### src/sv/svcfc_pkg.sv
// Shared types and constants for the servo command frame codec.
// No dependencies; imported by the controller, the datapath and the top level.
package svcfc_pkg;

  typedef enum logic [1:0] {
    CMD_CONTROL  = 2'd0,
    CMD_ENTER    = 2'd1,
    CMD_EXIT     = 2'd2,
    CMD_FEEDBACK = 2'd3
  } cmd_e;

  typedef enum logic [1:0] {
    ST_EMITTED   = 2'd0,
    ST_NO_CHANGE = 2'd1,
    ST_REFUSED   = 2'd2,
    ST_DECODED   = 2'd3
  } status_e;

  typedef enum logic [2:0] {
    S_IDLE,
    S_SETUP,
    S_LOAD,
    S_DIV,
    S_SAVE,
    S_RESULT
  } state_e;

  // configuration register indexes
  localparam logic [3:0] REG_POS_LO  = 4'd0;
  localparam logic [3:0] REG_POS_HI  = 4'd1;
  localparam logic [3:0] REG_VEL_LO  = 4'd2;
  localparam logic [3:0] REG_VEL_HI  = 4'd3;
  localparam logic [3:0] REG_TRQ_LO  = 4'd4;
  localparam logic [3:0] REG_TRQ_HI  = 4'd5;
  localparam logic [3:0] REG_KP_HI   = 4'd6;
  localparam logic [3:0] REG_KD_HI   = 4'd7;

  // quantization slots of a control command
  localparam logic [2:0] SLOT_POS = 3'd0;
  localparam logic [2:0] SLOT_VEL = 3'd1;
  localparam logic [2:0] SLOT_KP  = 3'd2;
  localparam logic [2:0] SLOT_KD  = 3'd3;
  localparam logic [2:0] SLOT_TRQ = 3'd4;
  // decode slots of a feedback command
  localparam logic [2:0] SLOT_CUR = 3'd2;

  localparam logic signed [31:0] KP_LOW = 32'sd0;
  localparam logic signed [31:0] KD_LOW = 32'sd0;
  localparam logic signed [31:0] CUR_LIMIT_Q = 32'sd3932160;

  localparam logic [7:0] FILL_BYTE  = 8'hFF;
  localparam logic [7:0] ENTER_BYTE = 8'hFC;
  localparam logic [7:0] EXIT_BYTE  = 8'hFD;

  localparam logic signed [31:0] POS_LO_RST = -32'sd819200;
  localparam logic signed [31:0] POS_HI_RST = 32'sd819200;
  localparam logic signed [31:0] VEL_LO_RST = -32'sd524288;
  localparam logic signed [31:0] VEL_HI_RST = 32'sd524288;
  localparam logic signed [31:0] TRQ_LO_RST = -32'sd1179648;
  localparam logic signed [31:0] TRQ_HI_RST = 32'sd1179648;
  localparam logic [30:0] KP_HI_RST = 31'd32768000;
  localparam logic [30:0] KD_HI_RST = 31'd327680;

  typedef struct packed {
    logic       capture;
    logic       setup;
    logic       load;
    logic       step;
    logic       save;
    logic       publish;
    logic       decode;
    logic [2:0] slot;
    cmd_e       cmd;
    status_e    status;
  } ctl_cmd_t;

  typedef struct packed {
    logic div_last;
  } dp_status_t;

endpackage

### src/sv/svcfc_controller.sv
// Sequencer for the servo command frame codec: mode bit, slot walk, result handshake.
// Depends on svcfc_pkg.
module svcfc_controller (
  input  logic                  clk,
  input  logic                  rst_n,
  input  logic                  in_valid,
  output logic                  in_ready,
  input  logic [1:0]            in_command,
  output logic                  out_valid,
  input  logic                  out_ready,
  input  svcfc_pkg::dp_status_t dp_st,
  output svcfc_pkg::ctl_cmd_t   ctl
);
  import svcfc_pkg::*;

  state_e     state_r, state_nxt;
  logic [2:0] slot_r, slot_nxt;
  cmd_e       cmd_r, cmd_nxt;
  status_e    status_r, status_nxt;
  logic       mode_r, mode_nxt;
  logic       out_valid_r, out_valid_nxt;
  logic       accept, last_slot, can_pub;
  cmd_e       in_cmd;

  assign in_cmd    = cmd_e'(in_command);
  assign accept    = in_valid && (state_r == S_IDLE);
  assign last_slot = (cmd_r == CMD_FEEDBACK) ? (slot_r == SLOT_CUR) : (slot_r == SLOT_TRQ);
  assign can_pub   = !out_valid_r || out_ready;

  // next state
  always_comb begin
    state_nxt  = state_r;
    slot_nxt   = slot_r;
    cmd_nxt    = cmd_r;
    status_nxt = status_r;
    mode_nxt   = mode_r;
    case (state_r)
      S_IDLE: begin
        if (accept) begin
          cmd_nxt  = in_cmd;
          slot_nxt = SLOT_POS;
          case (in_cmd)
            CMD_CONTROL: begin
              if (mode_r) begin
                status_nxt = ST_EMITTED;
                state_nxt  = S_SETUP;
              end else begin
                status_nxt = ST_REFUSED;
                state_nxt  = S_RESULT;
              end
            end
            CMD_ENTER, CMD_EXIT: begin
              state_nxt = S_RESULT;
              if (mode_r != (in_cmd == CMD_ENTER)) begin
                status_nxt = ST_EMITTED;
                mode_nxt   = (in_cmd == CMD_ENTER);
              end else begin
                status_nxt = ST_NO_CHANGE;
              end
            end
            default: begin
              status_nxt = ST_DECODED;
              state_nxt  = S_SETUP;
            end
          endcase
        end
      end
      S_SETUP: state_nxt = S_LOAD;
      S_LOAD:  state_nxt = S_DIV;
      S_DIV:   if (dp_st.div_last) state_nxt = S_SAVE;
      S_SAVE: begin
        if (last_slot) begin
          state_nxt = S_RESULT;
        end else begin
          slot_nxt  = slot_r + 3'd1;
          state_nxt = S_SETUP;
        end
      end
      S_RESULT: if (can_pub) state_nxt = S_IDLE;
      default:  state_nxt = S_IDLE;
    endcase
  end

  // outputs
  always_comb begin
    ctl         = '0;
    ctl.capture = accept;
    ctl.setup   = (state_r == S_SETUP);
    ctl.load    = (state_r == S_LOAD);
    ctl.step    = (state_r == S_DIV);
    ctl.save    = (state_r == S_SAVE);
    ctl.publish = (state_r == S_RESULT) && can_pub;
    ctl.decode  = (cmd_r == CMD_FEEDBACK);
    ctl.slot    = slot_r;
    ctl.cmd     = cmd_r;
    ctl.status  = status_r;
    in_ready    = (state_r == S_IDLE);
    out_valid_nxt = ctl.publish ? 1'b1 : (out_ready ? 1'b0 : out_valid_r);
  end

  assign out_valid = out_valid_r;

  always_ff @(posedge clk) begin
    if (!rst_n) begin
      state_r     <= S_IDLE;
      slot_r      <= SLOT_POS;
      cmd_r       <= CMD_CONTROL;
      status_r    <= ST_NO_CHANGE;
      mode_r      <= 1'b0;
      out_valid_r <= 1'b0;
    end else begin
      state_r     <= state_nxt;
      slot_r      <= slot_nxt;
      cmd_r       <= cmd_nxt;
      status_r    <= status_nxt;
      mode_r      <= mode_nxt;
      out_valid_r <= out_valid_nxt;
    end
  end

endmodule

### src/sv/svcfc_datapath.sv
// Datapath of the servo command frame codec: limits, operand setup, shared
// restoring divider, code and value stores, result registers. Depends on svcfc_pkg.
module svcfc_datapath (
  input  logic                  clk,
  input  logic                  rst_n,
  input  svcfc_pkg::ctl_cmd_t   ctl,
  output svcfc_pkg::dp_status_t dp_st,
  input  logic                  cfg_we,
  input  logic [3:0]            cfg_index,
  input  logic [31:0]           cfg_data,
  input  logic signed [31:0]    in_target_position,
  input  logic signed [31:0]    in_target_speed,
  input  logic signed [31:0]    in_stiffness,
  input  logic signed [31:0]    in_damping,
  input  logic signed [31:0]    in_feedforward_torque,
  input  logic [63:0]           in_frame_in,
  output logic [1:0]            out_status,
  output logic                  out_frame_valid,
  output logic [63:0]           out_frame_out,
  output logic [7:0]            out_reported_id,
  output logic signed [31:0]    out_reported_position,
  output logic signed [31:0]    out_reported_speed,
  output logic signed [22:0]    out_reported_current,
  output logic signed [7:0]     out_reported_temperature,
  output logic [7:0]            out_reported_fault
);
  import svcfc_pkg::*;

  logic signed [31:0] pos_lo_r, pos_hi_r, vel_lo_r, vel_hi_r, trq_lo_r, trq_hi_r;
  logic [30:0]        kp_hi_r, kd_hi_r;
  logic signed [31:0] tp_r, ts_r, kp_r, kd_r, tq_r;
  logic [63:0]        fin_r;

  logic signed [32:0] sel_x, sel_lo, sel_hi;
  logic [15:0]        sel_code;
  logic               sel_wide;
  logic signed [33:0] span_w;
  logic               bad_w;
  logic [31:0]        off_w;

  logic [31:0]        span_r, off_r;
  logic signed [31:0] lo_r;
  logic               bad_r, wide_r;

  logic [47:0]        mq_w, prod_w, acc_w;
  logic [48:0]        num_w;
  logic [32:0]        den_w;

  logic [32:0]        rem_r, den_r;
  logic [15:0]        low_r;
  logic [31:0]        quo_r;
  logic [5:0]         cnt_r;
  logic [33:0]        trial;
  logic               fits;

  logic [47:0]        acc_r, acc_nxt, fold_hi, fold_lo, fold_m;
  logic [31:0]        fold_add;

  logic [15:0]        p_code_r;
  logic [11:0]        v_code_r, kp_code_r, kd_code_r, t_code_r;
  logic [31:0]        rep_pos_r, rep_spd_r, value_w;
  logic [22:0]        rep_cur_r;

  // configuration registers
  always_ff @(posedge clk) begin
    if (!rst_n) begin
      pos_lo_r <= POS_LO_RST;
      pos_hi_r <= POS_HI_RST;
      vel_lo_r <= VEL_LO_RST;
      vel_hi_r <= VEL_HI_RST;
      trq_lo_r <= TRQ_LO_RST;
      trq_hi_r <= TRQ_HI_RST;
      kp_hi_r  <= KP_HI_RST;
      kd_hi_r  <= KD_HI_RST;
    end else if (cfg_we) begin
      case (cfg_index)
        REG_POS_LO: pos_lo_r <= cfg_data;
        REG_POS_HI: pos_hi_r <= cfg_data;
        REG_VEL_LO: vel_lo_r <= cfg_data;
        REG_VEL_HI: vel_hi_r <= cfg_data;
        REG_TRQ_LO: trq_lo_r <= cfg_data;
        REG_TRQ_HI: trq_hi_r <= cfg_data;
        REG_KP_HI:  kp_hi_r  <= cfg_data[30:0];
        REG_KD_HI:  kd_hi_r  <= cfg_data[30:0];
        default: ;
      endcase
    end
  end

  // hold the request payload
  always_ff @(posedge clk) begin
    if (ctl.capture) begin
      tp_r  <= in_target_position;
      ts_r  <= in_target_speed;
      kp_r  <= in_stiffness;
      kd_r  <= in_damping;
      tq_r  <= in_feedforward_torque;
      fin_r <= in_frame_in;
    end
  end

  // operand select for the current slot
  always_comb begin
    sel_x    = {tp_r[31], tp_r};
    sel_lo   = {pos_lo_r[31], pos_lo_r};
    sel_hi   = {pos_hi_r[31], pos_hi_r};
    sel_wide = 1'b0;
    sel_code = {4'd0, fin_r[31:20]};
    case (ctl.slot)
      SLOT_POS: begin
        sel_wide = 1'b1;
        sel_code = fin_r[55:40];
      end
      SLOT_VEL: begin
        sel_x    = {ts_r[31], ts_r};
        sel_lo   = {vel_lo_r[31], vel_lo_r};
        sel_hi   = {vel_hi_r[31], vel_hi_r};
        sel_code = {4'd0, fin_r[39:28]};
      end
      SLOT_KP: begin
        if (ctl.decode) begin
          sel_lo   = -{CUR_LIMIT_Q[31], CUR_LIMIT_Q};
          sel_hi   = {CUR_LIMIT_Q[31], CUR_LIMIT_Q};
          sel_code = {4'd0, fin_r[27:16]};
        end else begin
          sel_x  = {kp_r[31], kp_r};
          sel_lo = {KP_LOW[31], KP_LOW};
          sel_hi = {2'b00, kp_hi_r};
        end
      end
      SLOT_KD: begin
        sel_x  = {kd_r[31], kd_r};
        sel_lo = {KD_LOW[31], KD_LOW};
        sel_hi = {2'b00, kd_hi_r};
      end
      SLOT_TRQ: begin
        sel_x  = {tq_r[31], tq_r};
        sel_lo = {trq_lo_r[31], trq_lo_r};
        sel_hi = {trq_hi_r[31], trq_hi_r};
      end
      default: ;
    endcase
  end

  // span and clamped offset, or the received code for a decode
  always_comb begin
    span_w = {sel_hi[32], sel_hi} - {sel_lo[32], sel_lo};
    bad_w  = span_w[33] || (span_w == 34'sd0);
    if (ctl.decode)          off_w = {16'd0, sel_code};
    else if (sel_x <= sel_lo) off_w = 32'd0;
    else if (sel_x >= sel_hi) off_w = span_w[31:0];
    else                      off_w = 32'(sel_x - sel_lo);
  end

  always_ff @(posedge clk) begin
    if (ctl.setup) begin
      span_r <= span_w[31:0];
      off_r  <= off_w;
      lo_r   <= sel_lo[31:0];
      bad_r  <= bad_w;
      wide_r <= sel_wide;
    end
  end

  // dividend and divisor for a quantization; folded operand for a decode
  always_comb begin
    mq_w   = (wide_r ? {off_r, 16'd0} : {4'd0, off_r, 12'd0}) - {16'd0, off_r};
    prod_w = off_r[15:0] * span_r;
    acc_w  = bad_r ? 48'd0 : prod_w + (wide_r ? 48'd32767 : 48'd2047);
    if (bad_r) begin
      num_w = '0;
      den_w = 33'd1;
    end else begin
      num_w = {mq_w, 1'b0} + {17'd0, span_r};
      den_w = {span_r, 1'b0};
    end
  end

  // one quotient bit a cycle
  assign trial = {rem_r, low_r[15]};
  assign fits  = trial >= {1'b0, den_r};

  // divide by 2^bits - 1: fold the high digits into the low ones, add them to the quotient
  assign fold_hi = wide_r ? {16'd0, acc_r[47:16]} : {12'd0, acc_r[47:12]};
  assign fold_lo = wide_r ? {32'd0, acc_r[15:0]} : {36'd0, acc_r[11:0]};
  assign fold_m  = wide_r ? 48'd65535 : 48'd4095;

  always_comb begin
    if (fold_hi != 48'd0) begin
      acc_nxt  = fold_hi + fold_lo;
      fold_add = fold_hi[31:0];
    end else if (acc_r == fold_m) begin
      acc_nxt  = 48'd0;
      fold_add = 32'd1;
    end else begin
      acc_nxt  = acc_r;
      fold_add = 32'd0;
    end
  end

  always_ff @(posedge clk) begin
    if (!rst_n) begin
      cnt_r <= '0;
    end else if (ctl.load) begin
      cnt_r <= 6'd16;
    end else if (ctl.step) begin
      cnt_r <= cnt_r - 6'd1;
    end
  end

  always_ff @(posedge clk) begin
    if (ctl.load) begin
      den_r <= den_w;
      quo_r <= '0;
      rem_r <= num_w[48:16];
      low_r <= num_w[15:0];
      acc_r <= acc_w;
    end else if (ctl.step) begin
      if (ctl.decode) begin
        acc_r <= acc_nxt;
        quo_r <= quo_r + fold_add;
      end else begin
        rem_r <= fits ? 33'(trial - {1'b0, den_r}) : trial[32:0];
        low_r <= {low_r[14:0], 1'b0};
        quo_r <= {quo_r[30:0], fits};
      end
    end
  end

  assign dp_st.div_last = ctl.decode ? (acc_nxt < fold_m) : (cnt_r == 6'd1);
  assign value_w = lo_r + quo_r;

  // drop each finished code or value into its slot
  always_ff @(posedge clk) begin
    if (ctl.save) begin
      if (ctl.decode) begin
        case (ctl.slot)
          SLOT_POS: rep_pos_r <= value_w;
          SLOT_VEL: rep_spd_r <= value_w;
          default:  rep_cur_r <= value_w[22:0];
        endcase
      end else begin
        case (ctl.slot)
          SLOT_POS: p_code_r  <= quo_r[15:0];
          SLOT_VEL: v_code_r  <= quo_r[11:0];
          SLOT_KP:  kp_code_r <= quo_r[11:0];
          SLOT_KD:  kd_code_r <= quo_r[11:0];
          default:  t_code_r  <= quo_r[11:0];
        endcase
      end
    end
  end

  // result registers
  always_ff @(posedge clk) begin
    if (ctl.publish) begin
      out_status      <= ctl.status;
      out_frame_valid <= (ctl.status == ST_EMITTED);
      out_frame_out   <= '0;
      if (ctl.status == ST_EMITTED) begin
        case (ctl.cmd)
          CMD_CONTROL:
            out_frame_out <= {p_code_r, v_code_r, kp_code_r, kd_code_r, t_code_r};
          CMD_ENTER:
            out_frame_out <= {{7{FILL_BYTE}}, ENTER_BYTE};
          default:
            out_frame_out <= {{7{FILL_BYTE}}, EXIT_BYTE};
        endcase
      end
      if (ctl.cmd == CMD_FEEDBACK) begin
        out_reported_id          <= fin_r[63:56];
        out_reported_position    <= rep_pos_r;
        out_reported_speed       <= rep_spd_r;
        out_reported_current     <= rep_cur_r;
        out_reported_temperature <= fin_r[15:8];
        out_reported_fault       <= fin_r[7:0];
      end else begin
        out_reported_id          <= '0;
        out_reported_position    <= '0;
        out_reported_speed       <= '0;
        out_reported_current     <= '0;
        out_reported_temperature <= '0;
        out_reported_fault       <= '0;
      end
    end
  end

endmodule

### src/sv/servo_command_frame_codec_unit.sv
// Top level of the servo command frame codec: controller plus datapath.
// Depends on svcfc_pkg, svcfc_controller and svcfc_datapath.
//
//  channel | direction | handshake            | payload
//  --------+-----------+----------------------+----------------------------------
//  in_     | request   | in_valid / in_ready  | command, set-points, feedback frame
//  out_    | result    | out_valid / out_ready| status, frame, reported fields
//  cfg_    | write     | cfg_we               | cfg_index, cfg_data
//
// A control request runs five quantizations on the shared one-bit-a-cycle
// restoring divider, each of setup, load, divider steps and save, between
// accept and publish. A feedback request runs three decodes, each of setup,
// load, digit-fold steps (divide by 2^bits - 1) and save, between accept and
// publish; enter and exit go from accept straight to publish.
// Reset (rst_n low, synchronous) restores the limits and leaves motor mode.
// One request is in flight at a time; a stalled result holds in the output
// registers while the next request is accepted and worked on.
module servo_command_frame_codec_unit (
  input  logic               clk,
  input  logic               rst_n,
  input  logic               in_valid,
  output logic               in_ready,
  input  logic [1:0]         in_command,
  input  logic signed [31:0] in_target_position,
  input  logic signed [31:0] in_target_speed,
  input  logic signed [31:0] in_stiffness,
  input  logic signed [31:0] in_damping,
  input  logic signed [31:0] in_feedforward_torque,
  input  logic [63:0]        in_frame_in,
  output logic               out_valid,
  input  logic               out_ready,
  output logic [1:0]         out_status,
  output logic               out_frame_valid,
  output logic [63:0]        out_frame_out,
  output logic [7:0]         out_reported_id,
  output logic signed [31:0] out_reported_position,
  output logic signed [31:0] out_reported_speed,
  output logic signed [22:0] out_reported_current,
  output logic signed [7:0]  out_reported_temperature,
  output logic [7:0]         out_reported_fault,
  input  logic               cfg_we,
  input  logic [3:0]         cfg_index,
  input  logic [31:0]        cfg_data
);
  import svcfc_pkg::*;

  ctl_cmd_t   ctl;
  dp_status_t dp_st;

  // sequencing: accept, walk the slots, publish
  svcfc_controller u_ctrl (
    .clk       (clk),
    .rst_n     (rst_n),
    .in_valid  (in_valid),
    .in_ready  (in_ready),
    .in_command(in_command),
    .out_valid (out_valid),
    .out_ready (out_ready),
    .dp_st     (dp_st),
    .ctl       (ctl)
  );

  // arithmetic, limit registers and result registers
  svcfc_datapath u_dp (
    .clk                     (clk),
    .rst_n                   (rst_n),
    .ctl                     (ctl),
    .dp_st                   (dp_st),
    .cfg_we                  (cfg_we),
    .cfg_index               (cfg_index),
    .cfg_data                (cfg_data),
    .in_target_position      (in_target_position),
    .in_target_speed         (in_target_speed),
    .in_stiffness            (in_stiffness),
    .in_damping              (in_damping),
    .in_feedforward_torque   (in_feedforward_torque),
    .in_frame_in             (in_frame_in),
    .out_status              (out_status),
    .out_frame_valid         (out_frame_valid),
    .out_frame_out           (out_frame_out),
    .out_reported_id         (out_reported_id),
    .out_reported_position   (out_reported_position),
    .out_reported_speed      (out_reported_speed),
    .out_reported_current    (out_reported_current),
    .out_reported_temperature(out_reported_temperature),
    .out_reported_fault      (out_reported_fault)
  );

`ifndef SYNTHESIS
  // a frame is flagged for transmit exactly when one was emitted
  a_valid_status: assert property (@(posedge clk) disable iff (!rst_n)
    out_valid |-> (out_frame_valid == (out_status == ST_EMITTED)))
    else $error("frame_valid disagrees with status");

  // decoded feedback never carries an outgoing frame
  a_decode_no_frame: assert property (@(posedge clk) disable iff (!rst_n)
    (out_valid && out_status == ST_DECODED) |-> (out_frame_out == 64'd0))
    else $error("feedback result carries a frame");

  // an accepted request closes the input until it is finished
  a_one_in_flight: assert property (@(posedge clk) disable iff (!rst_n)
    (in_valid && in_ready) |=> !in_ready)
    else $error("request accepted while another is in flight");
`endif

endmodule

### config.mk
export PLATFORM = sky130hd
export DESIGN_NAME = servo_command_frame_codec_unit
export DESIGN_NICKNAME = d
export VERILOG_FILES = /design/src/sv/svcfc_pkg.sv /design/src/sv/svcfc_controller.sv /design/src/sv/svcfc_datapath.sv /design/src/sv/servo_command_frame_codec_unit.sv
export SDC_FILE = /design/constraint.sdc
export NUM_CORES = 2
export LEC_CHECK = 0
export BUFFER_PORTS_ARGS = -buffer_cell sky130_fd_sc_hd__clkbuf_2
export CAP_MARGIN = 20
export CORE_AREA = 10 10 533 535
export CTS_BUF_LIST = sky130_fd_sc_hd__clkbuf_4 sky130_fd_sc_hd__clkbuf_8
export DETAILED_ROUTE_END_ITERATION = 8
export DIE_AREA = 0 0 543 545
export GPL_TIMING_DRIVEN = 0
export SYNTH_ARGS = -nofsm -noshare
export SYNTH_HDL_FRONTEND = slang
export SYNTH_SLANG_ARGS = --single-unit
### constraint.sdc
create_clock -name clk -period 21.8 [get_ports clk]
set_clock_uncertainty 0.2 [all_clocks]
set_input_delay 2.18 -clock clk [delete_from_list [all_inputs] [get_ports clk]]
set_output_delay 2.18 -clock clk [all_outputs]
set_load 0.01 [all_outputs]
# After elaboration in Yosys (flattened, before gate mapping)
# Cells that the tools add are included.
# word_totals
regBits,1085
in_bits,267
output_inout_bits,180
# classes
n_addsub,11
multipliers,1
order_cmp,4
eq_ne,28
mux,54
bitwise_logic,4
n_reduce_logical,44
# ops
cell,count
$pmux W33 S4,3
$mux W48,7
$mux W33,6
$pmux W64 S2,1
$mux W16,7
$add A48 B48 Y48,2
$mux W32,3
$add A32 B32 Y32,2
$add A49 B32 Y49,1
$mux W49,1
$eq A48 B48 Y1,1
$lt A48 B48 Y1,1
$mul A16 B32 Y48,1
$pmux W16 S3,1
$reduce_bool A48 Y1,1
$sub A48 B32 Y48,1
$mux W36,1
$ge A34 B33 Y1,1
$logic_not A34 Y1,1
$sub A33 B33 Y34,1
$ge A33 B33 Y1,1
$le A33 B33 Y1,1
$sub A33 B33 Y33,1
$sub A32 B32 Y32,1
other kinds (36),99

# Longest topological paths before layout
# depth
ltp_word,8
ltp_mapped,31
ltp_nobuf,25

# Cells and area by module
# From an unflattened synthesis, not the netlist that was laid out.
# hier_totals
hier_cells,7606
hier_area_um2,74794.2
# by_module_without_submodules
module,n_inst,cells_each,area_each_um2
svcfc_datapath,1,7515,73989.7
svcfc_controller,1,91,804.5

# Worst setup path before layout
# OpenSTA, ideal clock, no wires.
# synth_timing
kind,input-to-reg
start,input out_ready
end,"register u_dp.out_frame_out[0], enable pin"
arrival_ps,9596
required_time_ps,20881
setup_slack_ps,11285
cell_stages,2
path_buffers,0
cell_sequence,nor2b_1 nor2_1
# synth_rtl
item,line,text
start: declaration,servo_command_frame_codec_unit.sv:31,"input logic out_ready,"
end signal: assignment,svcfc_datapath.sv:263,"out_frame_out <= {p_code_r, v_code_r, kp_code_r, kd_code_r, t_code_r};"
end signal: assignment,svcfc_datapath.sv:265,"out_frame_out <= {{7{FILL_BYTE}}, ENTER_BYTE};"
end signal: assignment,svcfc_datapath.sv:267,"out_frame_out <= {{7{FILL_BYTE}}, EXIT_BYTE};"
end: declaration,svcfc_datapath.sv:19,"output logic [63:0] out_frame_out,"

# Final worst setup path
# layout_timing
start,register u_dp.wide_r
end,register u_ctrl.state_r[0]
# layout_between
elab_chain_cells,8
# layout_lines
item,line,text
start: declaration,svcfc_datapath.sv:43,"logic bad_r, wide_r;"
start signal: assignment,svcfc_datapath.sv:161,wide_r <= sel_wide;
branches (longest 4 deep; another with $add A48 B48 Y48),--,
$lt A48 B48 Y1 (*),svcfc_datapath.sv:230,assign dp_st.div_last = ctl.decode ? (acc_nxt < fold_m) : (cnt_r == 6'd1);
$mux W1 (*),svcfc_datapath.sv:230,
$ne A2 B1 Y1 (no source line) (*),--,
$reduce_and A3 Y1 (no source line) (*),--,
end signal: assignment,svcfc_controller.sv:112,state_r <= state_nxt;
end: declaration,svcfc_controller.sv:16,"state_e state_r, state_nxt;"
# Every way passes the cells marked *.
# A chain may end at the register's enable or synchronous reset.

==> flow_summary.json <==
{
  "status": "finished, final reports clean",
  "min_to": "u_dp.pos_hi_r[7]$_SDFFE_PN0P_",
  "max_slew_margin_pct": 5.422,
  "finalSetupTns_ns": 0,
  "drt-initial-drc-count": 6556,
  "io_pins": 447,
  "hold_depth": 2,
  "dieArea_um2": 295900,
  "ys_warn_count": 0,
  "drive_gt1_share_pct": 11.38,
  "setup.worst_path.start_class": "flop",
  "fin_crit_sh_pct": 47.53,
  "synth_enable_flop_cells": 781,
  "wl_um": 273900,
  "critPathArrivalTime_ns": 10.99,
  "maxCapViolCount": 0,
  "multi_input_area_um2": 39570,
  "die_h_um": 545,
  "clk_latency_ns": 0.97,
  "grt_overflow": 0,
  "fin_nets": 9146,
  "coreArea_um2": 272900,
  "layout_common_cells": "nand2_1 (1125), edfxtp_1 (781), inv_1 (742)",
  "clkSinkCount": 1085,
  "hold_viol_final": 0,
  "root_buffer": "clkbuf_8",
  "syn_area_um2": 73520,
  "setup_viol": 0,
  "netlist_instances": 7378,
  "cts.clk_slew.worst_paths_ns": 0.06,
  "place_hpwl_um": 215500,
  "grt_max_degree": 107,
  "cts_buffers": 194,
  "final_common_cell": "nand2_1",
  "syn_avg_cell_area_um2": 9.965,
  "worst_path_max_delay_cell": "buf_1",
  "ys_types": 99,
  "hp-start": "u_dp.pos_hi_r[7]$_SDFFE_PN0P_",
  "area_delta_synth_final_pct": 15.48,
  "cts_max_level": 4,
  "die_x_um": 543,
  "ff2ff_path_depth": 30,
  "cp_slowest_stage_delay_ns": 0.74,
  "max_freq_mhz": 96.51,
  "rsz0062_at_grt": "false",
  "ys_seq_area_share_pct": 40.18,
  "finalCriticalPeriod_ns": 10.36,
  "grt_pass1_vias": 59110,
  "cts_hold_buf": 0,
  "timing.rr.start": "u_dp.wide_r$_DFFE_PP_",
  "min_path_type": "reg -> reg",
  "ctsResizeCount": 0,
  "num_vias": 60000,
  "numPortBuffers": 414,
  "path_class": "reg -> reg",
  "antenna_found_initial": 28,
  "post_drt_wl_per_cell_um": 23.24,
  "grtUsageTotal_pct": 17.75,
  "synth_nets": 8492,
  "grt_pass1_wl_um": 396300,
  "r2r_end": "u_ctrl.state_r[0]$_SDFFE_PN0P_",
  "required_ns": 22.43,
  "post_cts_buffers": 0,
  "seqCellArea_um2": 29540,
  "gp_congestion": 0.9557,
  "cts_buffer_depth": 4,
  "fp-row-count": 192,
  "drt_pass1_iterations": 9,
  "ys_ff_latch": 1085,
  "start_util_pct": 26.94,
  "synthArstFlopShare_pct": 0,
  "slew_viol_final": 0,
  "synth_flop_cell": "edfxtp_1",
  "drt-vias-per-instance": 5.090,
  "tightest_slew_ns": 1.419,
  "cts_tree": "built",
  "ff2ff_setup_slack_ns": 11.44,
  "drc": 0,
  "startpoint": "u_dp.wide_r$_DFFE_PP_",
  "fillers": 28150,
  "cp-end-kind": "flop",
  "drt.antenna.violating_nets": 0,
  "path_max_fanout": 10,
  "cp_common_cell": "buf_2"
}
-- cells by family (layout without fill, tap and decap cells) --
| logic type | Yosys count | in the layout | share of synthesized area (%) |
|---|---|---|---|
| mux | 112 | 112 | 1.605 |
| compound gates | 1598 | 1598 | 15.14 |
| fa+ha+maj | 847 | 847 | 18.90 |
| buf+inv | 1152 | 1955 | 6.094 |
| other cells | 0 | 17 | 0 |
| simple gates | 2332 | 2332 | 15.08 |
| flops | 1085 | 1085 | 40.18 |
| xor+xnor | 252 | 252 | 3.002 |
-- worst max-delay path, delay by kind of cell, from the launching register on --
family | cells | cell delay, ns
compound gates | 11 | 3.10
xor+xnor | 1 | 0.10
fa+ha+maj | 2 | 0.68
buf+inv | 9 | 3.62
flops | 1 | 0.70
mux | 1 | 0.43
simple gates | 6 | 1.42
-- cells in the mapped netlist (21+ instances only) --
cell,count,area share [%]
nand2b_1,49,0.42
and3_1,147,1.3
edfxtp_1,781,32
o211ai_1,27,0.28
and2_1,230,2.0
nor3_1,92,0.63
mux2_2,47,0.72
inv_1,743,3.8
a21oi_1,327,2.2
a31oi_1,38,0.32
a21boi_0,211,2.2
xnor2_1,162,1.9
buf_4,34,0.35
fa_1,439,12
or3_1,30,0.26
a211oi_1,37,0.38
mux2i_1,65,0.88
dfxtp_1,304,8.3
nand2_1,1125,5.7
a21o_1,197,2.0
nor2b_1,77,0.66
nand4_1,46,0.39
xor2_1,90,1.1
a22oi_1,21,0.21
o21a_1,130,1.3
nor2_1,248,1.3
clkbuf_1,333,1.7
a22o_1,41,0.49
buf_1,29,0.15
ha_1,408,6.9
o21ai_0,195,1.3
nand3_1,144,0.98
nor4_1,36,0.31
o22ai_1,69,0.59
o21bai_1,30,0.31
a222oi_1,81,1.1
-- per-layer routing --
| layer | part of all wire (%) | up-vias | GRT usage [%] |
|---|---|---|---|
| met5 | 0.018 | - | 0 |
| met3 | 8.8 | 511 | 3.515 |
| met1 | 43 | 29590 | 24.33 |
| met2 | 44 | 2847 | 27.47 |
| li1 | - | 27040 | - |
| met4 | 4.5 | 8 | 7.082 |
-- area by class of cell --
| cell class | count | area share (%) |
|---|---|---|
| repair buffers | 458 | 3.177 |
| diodes | 17 | 0.05010 |
| clock buffers | 272 | 3.952 |
| flip-flops and latches | 1085 | 34.79 |
| plain buffers | 409 | 1.994 |
| clock inverters | 73 | 0.8444 |
| multi-input cells | 5141 | 46.61 |
| inverters | 743 | 3.294 |
| well taps | 3589 | 5.289 |
-- sequential cells by signal, summed over array words and instances (netlist names), 33 cells and up --
name	count
u_dp.fin_r	64
u_dp.out_frame_out	64
u_dp.acc_r	48
u_dp.den_r	33
u_dp.rem_r	33
-- per-stage QoR --
stage	utilization, %	setup WS [ns]	hold WS [ns]	std cells	cell area, µm²
after global placement	29.35	7.663	0.2492	11380	80080
after CTS	31.08	11.64	0.2648	11770	84820
after global routing	31.10	11.16	0.2856	11770	84870
after floorplan	-	11.29	0.2394	7378	73520
after detailed placement	29.59	11.68	0.2559	11420	80740
final	31.11	11.44	0.2623	11790	84910
-- worst max path at each step --
stage	end	slack (ns)	depth (start not counted)
finish	u_ctrl.state_r[0]$_SDFFE_PN0P_	11.44	30
global route	u_ctrl.state_r[0]$_SDFFE_PN0P_	11.16	30
CTS	u_ctrl.state_r[0]$_SDFFE_PN0P_	11.64	30
detailed placement	u_ctrl.state_r[0]$_SDFFE_PN0P_	11.68	30
global placement	u_dp.out_frame_out[50]$_SDFFCE_PN0P_	7.66	3
floorplan	u_dp.out_frame_out[0]$_SDFFCE_PN0P_	11.29	2
Power is not shown: default switching activity piles up to over one toggle a cycle in this logic, so the estimate is an artifact.
